$ cat config.mk
export PLATFORM = sky130hd
export DESIGN_NAME = sdrrip_ram
export DESIGN_NICKNAME = d
export VERILOG_FILES = /design/src/rtl/sdrrip_ram.sv
export SDC_FILE = /design/constraint.sdc
export NUM_CORES = 1
export LEC_CHECK = 0
export BUFFER_PORTS_ARGS = -buffer_cell sky130_fd_sc_hd__buf_4
export CAP_MARGIN = 20
export CORE_ASPECT_RATIO = 0.5
export CORE_UTILIZATION = 45
export CTS_BUF_LIST = sky130_fd_sc_hd__clkbuf_4 sky130_fd_sc_hd__clkbuf_8
export DETAILED_ROUTE_END_ITERATION = 7
export PLACE_DENSITY = 0.71
export RECOVER_POWER = 100
export SLEW_MARGIN = 10
export SYNTH_ARGS = -nofsm -noshare
export SYNTH_HDL_FRONTEND = slang
export SYNTH_SLANG_ARGS = --single-unit
$ cat constraint.sdc
create_clock -name clk -period 1.8 [get_ports clk]
set_clock_uncertainty 0.05 [all_clocks]
set_input_delay 0.09 -clock clk [delete_from_list [all_inputs] [get_ports clk]]
set_output_delay 0.09 -clock clk [all_outputs]
set_load 0.005 [all_outputs]
$ cat src/rtl/sdrrip_ram.sv
// Generic simple dual-port synchronous RAM, one write and one read port,
// registered read data. No dependencies.
module sdrrip_ram #(
  parameter int AW = 4,
  parameter int DW = 8
) (
  input  logic          clk,
  input  logic          we,
  input  logic [AW-1:0] waddr,
  input  logic [DW-1:0] wdata,
  input  logic          re,
  input  logic [AW-1:0] raddr,
  output logic [DW-1:0] rdata
);

  logic [DW-1:0] mem [2**AW];

  always_ff @(posedge clk) begin
    if (we) begin
      mem[waddr] <= wdata;
    end
  end

  always_ff @(posedge clk) begin
    if (re) begin
      rdata <= mem[raddr];
    end
  end

endmodule

**Yosys cells after proc, flatten, opt, wreduce, memory -nomap -nowiden**

Memory sizes are Yosys's and may differ from the RTL's. A register that Yosys moved wholly into a read port is not among the register bits.
Cells that the tools add are included.

- Flip-flop bits (word level): 0
- Output and inout port bits: 8
- Word-level logic and storage cells: 3
- Bits in writable memories: 128
- Bits of input ports: 19
- Memories: 1

- Multiplexer cells: 2

Memory list:

| memory | depth | width | rd ports | clocked after memory_dff | write ports | line | RTL |
|---|---|---|---|---|---|---|---|
| mem | 16 | 8 | 1 | 1 | 1 | 16 | `logic [DW-1:0] mem [2**AW];` |

Operators by type and width:

| kind | count |
|---|---|
| $mux W1 | 2 |

**Logic depth before layout (Yosys ltp)**

- Word-level depth: 2
- Gate-level depth with buffers: 5
- Mapped depth without buffers: 3

**Worst setup path after synthesis**

OpenSTA, ideal clock, no wires.

- Path type: input to register
- Start point: in waddr[2]
- End point: mem mem[0][0], enable pin
- Stages on the path: 2
- Data arrival time: 1,200 ps
- Setup time: 383 ps
- Setup slack: 167 ps
- Buffers on the path: 0
- Path through: or3b_2 > nor3_1

RTL lines:

| what | line | RTL |
|---|---|---|
| from (decl) | 9 | `input logic [AW-1:0] waddr,` |
| to (decl) | 16 |  |

No word-level cell before the write port.

==> impl_metrics.tcl <==
set metrics [dict create \
    hold_start "raddr[3]" \
    syn2layout_area_growth_pct 14.6 \
    layout_commonest_cell "edfxtp_1" \
    synth_area_per_cell_um2 22.8 \
    hold_path.class "in2reg" \
    criticalPathCategory "reg2reg" \
    ant_nets 0 \
    mostFrequentLayoutCells "edfxtp_1, clkbuf_1, mux4_2" \
    row_count 27 \
    drtPass1Iterations 4 \
    grt_overflow 0 \
    cts_buffer_depth 2 \
    viasPerCell 5.56 \
    rsz0062_at_grt "false" \
    core-area_um2 11100 \
    crit_path_start_kind "flop" \
    outcome "completed" \
    wl_um 10100 \
    port_buffers 26 \
    clkTransAtPathRegs_ns 0.07 \
    cts_root_buf "clkbuf_8" \
    ys.flop_type "edfxtp_1" \
    critical_path.max_fanout 1 \
    vdd_drop_max_uv 431 \
    async_flop_share_pct 0 \
    clock_latency_ns 0.43 \
    grt_util_met3_pct 5.36 \
    synthesis.instances 229 \
    end_kind "flop" \
    r2r_cells 3 \
    synth_edf_count 136 \
    max_slew_margin_pct 50.8 \
    postCtsSetupBuffers 0 \
    grtUsageMet2_pct 27.2 \
    routabilityCongestion 0.745 \
    final_cells 447 \
    yosysWarnings 0 \
    synth_cell_type_count 18 \
    syn_nets 248 \
    setup_viol 0 \
    post_drt_wl_per_cell_um 22.7 \
    fillers 872 \
    drc 0 \
    grt_max_degree 26 \
    synth-seq-cells 136 \
    powerDensity_nw_per_um2 1010 \
    final_hold_viol_count 0 \
    top_usage_layer "met2" \
    min_period_ns 1.65 \
    worst_ep_arrival_time_ns 1.77 \
    multi_input_comb_area_um2 1060 \
    tns_ns 0 \
    slew_violations 0 \
    p_int_mw 4.80 \
    drtIter0Drc 201 \
    switching_power_mw 1.22 \
    rr_endpoint "rdata[2]$_DFFE_PP_" \
    antenna_found_initial 0 \
    cts_tree "yes" \
    grt_pass1_vias 2549 \
    max_freq_mhz 606 \
    grt_pass1_wl_um 15300 \
    maxCapViolations 0 \
    place_inst 411 \
    synthesis.area_um2 5230 \
    die_area_um2 12100 \
    start_util_pct 46.9 \
    cts.sinks 136 \
    whs_endpoint "rdata[1]$_DFFE_PP_" \
    combPwrFrac_pct 5.7 \
    diodes 0 \
    hpwl_um 6520 \
    reg2reg_from "mem[1][2]$_DFFE_PP_" \
    layout.nets 313 \
    fin_crit_sh_pct 91.7 \
    pwr-share-seq_pct 59.6 \
    fp.dieH_um 78.2 \
    dieWidth_um 154 \
    cts_buffers 17 \
    dr_total_vias 2487 \
    tightest_slew_ns 0.738 \
    grt_usage_pct 18.6 \
    io_pins 27 \
    r2r_slack_ns 0.15 \
    drive_gt1_share_pct 19.5 \
    crit_required_ns 1.92 \
    met1_usage_pct 26.5 \
    cellLeakagePower_nw 1.93 \
    seq_area_frac_synth_pct 78.1 \
    htreeDepth 4 \
    hold_depth 5 \
    power.share.switching_pct 20.3 \
    area.sequential_um2 4080 \
    p_clk_share_pct 34.7 \
]
## kinds of logic (layout without fill, tap and decap cells)
| kind of cell | after synthesis | count (layout) | synth area share (%) |
|---|---|---|---|
| DFF | 136 | 136 | 78.1 |
| and+or+nand+nor | 35 | 35 | 3.14 |
| buffers and inverters | 10 | 83 | 1.65 |
| AOI/OAI and AO/OA | 16 | 16 | 2.30 |
| muxes | 32 | 32 | 14.8 |
## stage by stage
stage	power, mW	setup slack, ns	hold slack (ns)	area, µm²	util [%]
6_report	6.02	0.149	0.252	5990	53.7
4_1_cts	6.08	0.157	0.108	6110	54.8
2_1_floorplan	3.83	0.167	0.139	5230	-
3_3_place_gp	3.99	0.0246	0.338	5700	51.1
5_1_grt	6.21	0.0973	0.252	5990	53.7
3_5_place_dp	4.01	0.0120	0.362	5700	51.1
## flip-flops by register name (all words and copies together) (netlist names)
signal	flops
rdata	8
mem	128
## cell type report
type	count	share of cell area [%]
clock inverters	7	0.982
repair buffers	56	5.87
well taps	145	3.03
clock buffers	20	4.28
flip-flops and latches	136	68.2
multi-input cells	83	17.7
## cell usage after synthesis (2+ instances only)
master	number	area share [%]
a22oi_1	16	2.3
nand3b_1	2	0.29
nor2_1	13	0.93
nor3_1	4	0.38
buf_2	3	0.29
clkdlybuf4s25_2	3	0.57
edfxtp_1	136	78
mux4_1	14	7.0
nand2b_1	2	0.24
nand2_1	9	0.65
buf_6	3	0.65
mux4_2	18	7.8
## power by group through the flow
| stage | combinational [mW] | clock [mW] | sequential (mW) |
|---|---|---|---|
| CTS | 0.369 | 2.12 | 3.59 |
| detailed placement | 0.352 | 0 | 3.66 |
| finish | 0.341 | 2.09 | 3.59 |
| floorplan | 0.180 | 0 | 3.65 |
| global route | 0.368 | 2.25 | 3.59 |
| global placement | 0.338 | 0 | 3.65 |
## worst max-delay path, cell delays in order (launching register included)
cell      delay, ns
edfxtp_1       0.35
mux4_1         0.51
a22oi_1        0.39
nand2_1        0.09
## metal layers
layer | vias to the layer above | wire [µm]
met2 | 120 | 4680
met1 | 1255 | 4180
li1 | 1102 | -
met3 | 10 | 1140
met4 | 0 | 127
met5 | - | 0
## worst max path at each step
stage / startpoint / end / depth (start not counted)
after floorplan: waddr[2] / mem[0][0]$_DFFE_PP_ / 2
after global placement: raddr[0] / rdata[0]$_DFFE_PP_ / 5
after detailed placement: raddr[0] / rdata[0]$_DFFE_PP_ / 5
after CTS: mem[1][0]$_DFFE_PP_ / rdata[0]$_DFFE_PP_ / 3
after global routing: mem[1][2]$_DFFE_PP_ / rdata[2]$_DFFE_PP_ / 3
final: mem[1][2]$_DFFE_PP_ / rdata[2]$_DFFE_PP_ / 3
## what timing repair did
action                                  CTS  global route
endpoints found under the setup margin    0             0
gates resized for setup                   0             0
hold buffers                              9             0
endpoints found under the hold margin   136             0
Note: power is estimated with default switching activity, not from simulation.
