<file path="src/rtl/sdrrip_pkg.sv">
// Package for the SHiP-DRRIP replacement core: sizes, field types, set-row layout,
// controller states and the BRRIP insertion helper.
// No dependencies; compile first.
package sdrrip_pkg;

  localparam int NUM_SETS    = 2048;
  localparam int NUM_WAYS    = 16;
  localparam int SIG_W       = 14;
  localparam int RRPV_W      = 2;
  localparam int SEL_W       = 10;
  localparam int DUEL_PERIOD = 64;
  localparam int BRRIP_BITS  = 5;
  localparam int PC_SHIFT    = 2;
  localparam int ADDR_SHIFT  = 12;

  localparam int SET_IN_W = 11;
  localparam int WAY_IN_W = 4;
  localparam int PC_W     = 64;
  localparam int BADDR_W  = 64;
  localparam int INS_W    = 2;

  localparam int SET_W     = $clog2(NUM_SETS);
  localparam int WAY_W     = $clog2(NUM_WAYS);
  localparam int DUEL_W    = $clog2(DUEL_PERIOD);
  localparam int SIG_COUNT = 1 << SIG_W;
  localparam int CLEAR_LEN = (SIG_COUNT > NUM_SETS) ? SIG_COUNT : NUM_SETS;
  localparam int CLR_W     = $clog2(CLEAR_LEN);
  localparam int CTR_W     = 2;

  typedef logic [RRPV_W-1:0] rrpv_t;
  typedef logic [SIG_W-1:0]  sig_t;
  typedef logic [WAY_W-1:0]  way_t;
  typedef logic [SET_W-1:0]  set_t;
  typedef logic [CTR_W-1:0]  ctr_t;
  typedef logic [SEL_W-1:0]  sel_t;
  typedef logic [CLR_W-1:0]  clr_t;

  localparam rrpv_t RRPV_TOP  = '1;
  localparam rrpv_t RRPV_MID  = RRPV_TOP - rrpv_t'(1);
  localparam ctr_t  CTR_TOP   = '1;
  localparam ctr_t  CTR_START = ctr_t'(1);
  localparam ctr_t  CTR_HALF  = CTR_TOP >> 1;
  localparam sel_t  SEL_TOP   = '1;
  localparam sel_t  SEL_START = SEL_TOP >> 1;

  typedef struct packed {
    rrpv_t [NUM_WAYS-1:0] rrpv;
    sig_t  [NUM_WAYS-1:0] sig;
  } set_row_t;

  localparam set_row_t ROW_RESET = '{rrpv: {NUM_WAYS{RRPV_MID}}, sig: '0};

  typedef struct packed {
    way_t                 way;
    rrpv_t [NUM_WAYS-1:0] aged;
  } victim_t;

  typedef enum logic [2:0] {
    ST_CLEAR,
    ST_IDLE,
    ST_SETRD,
    ST_CTR1,
    ST_CTR2
  } state_t;

  function automatic rrpv_t brrip_value(sig_t s);
    return (s[BRRIP_BITS-1:0] == '0) ? '0 : RRPV_TOP;
  endfunction

endpackage

</file>
<file path="src/rtl/sdrrip_victim.sv">
// Victim search over one set row: age all ways until the top RRPV is reached
// and pick the lowest way at the top. Depends on sdrrip_pkg.
module sdrrip_victim (
  input  sdrrip_pkg::rrpv_t [sdrrip_pkg::NUM_WAYS-1:0] rrpv,
  output sdrrip_pkg::victim_t                          vic
);
  import sdrrip_pkg::*;

  logic [(1 << RRPV_W)-1:0] present;
  rrpv_t                    top;
  rrpv_t                    lift;
  logic                     found;

  always_comb begin
    present = '0;
    for (int w = 0; w < NUM_WAYS; w++) begin
      present[rrpv[w]] = 1'b1;
    end
    top = '0;
    for (int v = 0; v < (1 << RRPV_W); v++) begin
      if (present[v]) begin
        top = rrpv_t'(v);
      end
    end
    lift = RRPV_TOP - top;
    for (int w = 0; w < NUM_WAYS; w++) begin
      vic.aged[w] = rrpv[w] + lift;
    end
    vic.way = '0;
    found   = 1'b0;
    for (int w = 0; w < NUM_WAYS; w++) begin
      if (!found && rrpv[w] == top) begin
        vic.way = way_t'(w);
        found   = 1'b1;
      end
    end
  end

endmodule

</file>
<file path="config.mk">
export PLATFORM = sky130hd
export DESIGN_NAME = sdrrip_victim
export DESIGN_NICKNAME = d
export VERILOG_FILES = /design/src/rtl/sdrrip_pkg.sv /design/src/rtl/sdrrip_victim.sv
export SDC_FILE = /design/constraint.sdc
export NUM_CORES = 1
export LEC_CHECK = 0
export ABC_CLOCK_PERIOD_IN_PS = 8350
export CAP_MARGIN = 25
export CELL_PAD_IN_SITES_DETAIL_PLACEMENT = 1
export CELL_PAD_IN_SITES_GLOBAL_PLACEMENT = 1
export CORE_ASPECT_RATIO = 0.6
export CORE_MARGIN = 5
export CORE_UTILIZATION = 49
export DETAILED_ROUTE_END_ITERATION = 10
export DONT_BUFFER_PORTS = 1
export PLACE_DENSITY_LB_ADDON = 0.25
export SLEW_MARGIN = 20
export SYNTH_ARGS = -nofsm -noshare
export SYNTH_HDL_FRONTEND = slang
export SYNTH_SLANG_ARGS = --single-unit
</file>
<file path="constraint.sdc">
create_clock -name vclk -period 8.35
set_clock_uncertainty 0.05 [all_clocks]
set_input_delay 1.2525 -clock vclk [all_inputs]
set_output_delay 1.2525 -clock vclk [all_outputs]
set_load 0.005 [all_outputs]
</file>
Word-level counts from Yosys, hierarchy flattened. Index checks and enable logic that the tools add are counted.

Register bits after elaboration: 0. Memory bits (read-only): 0. Output and inout port bits: 36. Memory bits (writable): 0. Logic and storage cells: 191. Latch bits: 0. Memories kept: 0.

$mul: 0. $add $sub $neg: 17. Reductions and logical operators: 46. Mux-type cells: 65. $lt $le $gt $ge: 32. Shifts and indexed selects: 0. Divide/modulo/power cells: 0. Bitwise logic cells: 15. Equality and inequality tests: 16.

Operators by type and width (number): 4-bit bitwise OR (15); 4-bit 2-to-1 mux (14); 2-bit by 3-bit less-than comparator with 1-bit output, second input constant (16); 1-bit 2-to-1 mux (33); 2-bit adder (16); 1-bit demux with 2-bit select (16); 2-bit == test (16); 2-bit by 1-bit greater-or-equal comparator with 1-bit output, second input constant (16); 1-bit logical AND (31); 1-bit logical NOT (15); 2-bit 2-to-1 mux (2); 2-bit subtractor, first input constant (1).

Depth between registers and ports, before layout.
Depth in word-level cells: 69. Gate-level depth with buffers: 10. Depth with buffers taken out: 10.

Least setup slack after synthesis. OpenSTA, ideal clock, no wires.

Path kind: in2out. From: input rrpv[2] (netlist name). To: output vic[33] (netlist name). Data arrival time: 3.793 ns. Path slack: 3.254 ns. Stages on the path: 9. Data required time: 7.048 ns. Buffers on the path: 0. Path through: a22o_2 > a221oi_1 > nand4_2 > nor2_1 > ha_1 > o21a_1 > a221o_1 > a211o_1 > a31oi_1.

RTL lines: from (decl) (RTL line sdrrip_victim.sv:4) `input sdrrip_pkg::rrpv_t [sdrrip_pkg::NUM_WAYS-1:0] rrpv,`; to (decl) (RTL line sdrrip_victim.sv:5) `output sdrrip_pkg::victim_t vic`.

==> results.json <==
{
  "status": "finished, final reports clean",
  "setup_viol": 0,
  "p_per_area_nw_per_um2": 41.1,
  "setup_tns_ns": 0,
  "ir_drop_uv": 13.1,
  "synthesis.area_sq_um": 1070,
  "cp_data_required_time_ns": 7.05,
  "pwr-share-seq": 0,
  "antenna_found_initial": 0,
  "crit_top_cell": "a31oi_1",
  "worst-path-max-fanout": 9,
  "syn_inst": 152,
  "slew_headroom": 0.521,
  "min_period_ns": 5.41,
  "dieArea_sq_um": 3250,
  "p_sw_frac": 0.546,
  "start_kind": "input pin",
  "drt_pass1_iterations": 4,
  "grt_pass1_wl_um": 6430,
  "worst_slew_pin_slew_ns": 0.717,
  "p_int_w": 0.0000205,
  "grt_pass1_vias": 1295,
  "io_pins": 68,
  "crit_arrival_ns": 4.11,
  "initial_core_util": 0.503,
  "power.switching_w": 0.0000246,
  "max_cap_violations": 0,
  "postCtsSetupBuffers": 0,
  "endpoint_kind": "primary output",
  "die_w_um": 70.4,
  "crit_type": "input pin to primary output",
  "gp_congestion": 0.916,
  "pwr-share-clk": 0,
  "report.final.slew_viol_count": 0,
  "yosys-top-cells-area": "ha_1 20%, xnor2_1 12%, inv_1 6.3%",
  "yosys.area.top_type": "ha_1",
  "layout_commonest_cell": "inv_1",
  "dp_hpwl_um": 3340,
  "avgSynthCellArea_sq_um": 7.05,
  "period_share": 0.648,
  "vias": 1227,
  "synth.yosys.seq_area_share": 0,
  "ff_latch_area_sq_um": 0,
  "grt_use_total": 0.246,
  "synth-warning-count": 0,
  "slowest_delay_ns": 0.47,
  "nets": 201,
  "clkbuf_count": 0,
  "comb_power_share": 1.000,
  "drive_above_1_share": 0.0600,
  "dieHeight_um": 46.2,
  "synth_cell_types": 38,
  "nFillCells": 278,
  "wirelength_um": 3880,
  "p_leak_nw": 0.503,
  "portBuffers": 0,
  "max_freq_mhz": 185,
  "num_rows": 13,
  "antenna_cells": 0,
  "crit_chain": "nor2b_1, a2111oi_0, nand4_1, a31oi_1, nor2_1, buf_4, ha_1, o21ai_0, a221o_1, a211o_1, a31oi_1",
  "dp_slack_ns": 2.95,
  "setup_slack_ns": 2.94,
  "multi_input_area_sq_um": 985,
  "grt-ovfl-total": 0,
  "first_iter_violations": 92,
  "core-area_sq_um": 2130,
  "ant_nets": 0,
  "hold_buffers": 0,
  "crit_path_top_delay_cell": "a2111oi_0",
  "hold_violations": 0,
  "rsz0062_at_grt": "no",
  "drc": 0,
  "syn_nets": 201,
  "cts_resized": 0,
  "synth_top_cell_area_share": 0.198,
  "routed_via_density": 6.82,
  "avgRoutedWirePerCell_um": 21.6,
  "area_delta_synth_final_pct": 2.33,
  "hp-class": "input pin to primary output",
  "seq_cell_count": 0,
  "grt_max_degree": 34,
  "final_cell_mix": "18 x inv_1, 17 x nor2_1, 17 x ha_1"
}
==> layer usage <==
layer  up-vias  track usage  wire length (um)  part of all wire
met2        46        0.446              1880              0.48
met1       621        0.321              1670              0.43
met4         0       0.0344                16            0.0041
met3         2       0.0370               317             0.082
met5         -            0                 0                 0
li1        558            -                 -                 -
==> power by group through the flow <==
stage	Clock (W)	Combinational (W)	Sequential, W
after CTS	0	0.0000450	0
after global routing	0	0.0000501	0
after detailed placement	0	0.0000448	0
after global placement	0	0.0000432	0
final	0	0.0000451	0
after floorplan	0	0.0000357	0
==> logic make-up after synthesis <==
logic type                 synth area share
adders and majority gates             0.198
and+or+nand+nor                       0.253
AOI/OAI and AO/OA                     0.336
xor gates and xnor gates              0.131
buffers and inverters                0.0817
==> final timing paths <==
| check | depth (start not counted) | to | start |
|---|---|---|---|
| worst max-delay path | 11 | vic[33] | rrpv[3] |
| worst min-delay path | 1 | vic[0] | rrpv[0] |
==> critical path: cells and delay by family <==
family	cells	cell delay (ns)
adders and majority gates	1	0.32
buffers and inverters	1	0.23
and+or+nand+nor	3	0.58
AOI/OAI and AO/OA	6	1.71
==> Yosys cell counts (all sizes together) <==
cell and count:
nor4 1, xor2 1, nand3b 3, a2111oi 4
ha 17, o21a 3, xnor2 15, a211o 2
a22o 4, a221oi 6, o31a 1, nor2 18
nor2b 5, nand4 4, o22ai 6, o21ai 16
nand3 2, and2b 7, buf 3, and4 1
inv 18, a21boi 1, a21oi 2, nand2b 2
nor3 1, a211oi 2, nand2 3, a221o 1
a31oi 3
==> through the flow <==
stage / util / instance area [sq um] / total power, W / hold WS [ns] / instances
global route: 0.515 / 1100 / 0.0000501 / 2.61 / 180
floorplan: - / 1070 / 0.0000357 / 2.57 / 152
CTS: 0.515 / 1100 / 0.0000450 / 2.59 / 180
global placement: 0.515 / 1100 / 0.0000432 / 2.59 / 180
detailed placement: 0.515 / 1100 / 0.0000448 / 2.59 / 180
finish: 0.515 / 1100 / 0.0000451 / 2.59 / 180
==> final cells by class <==
class,count,share of cell area
multi-input cells,131,0.897
inverters,18,0.0616
well taps,30,0.0342
repair buffers,1,0.00684
Note: power is estimated with default switching activity, not from simulation.
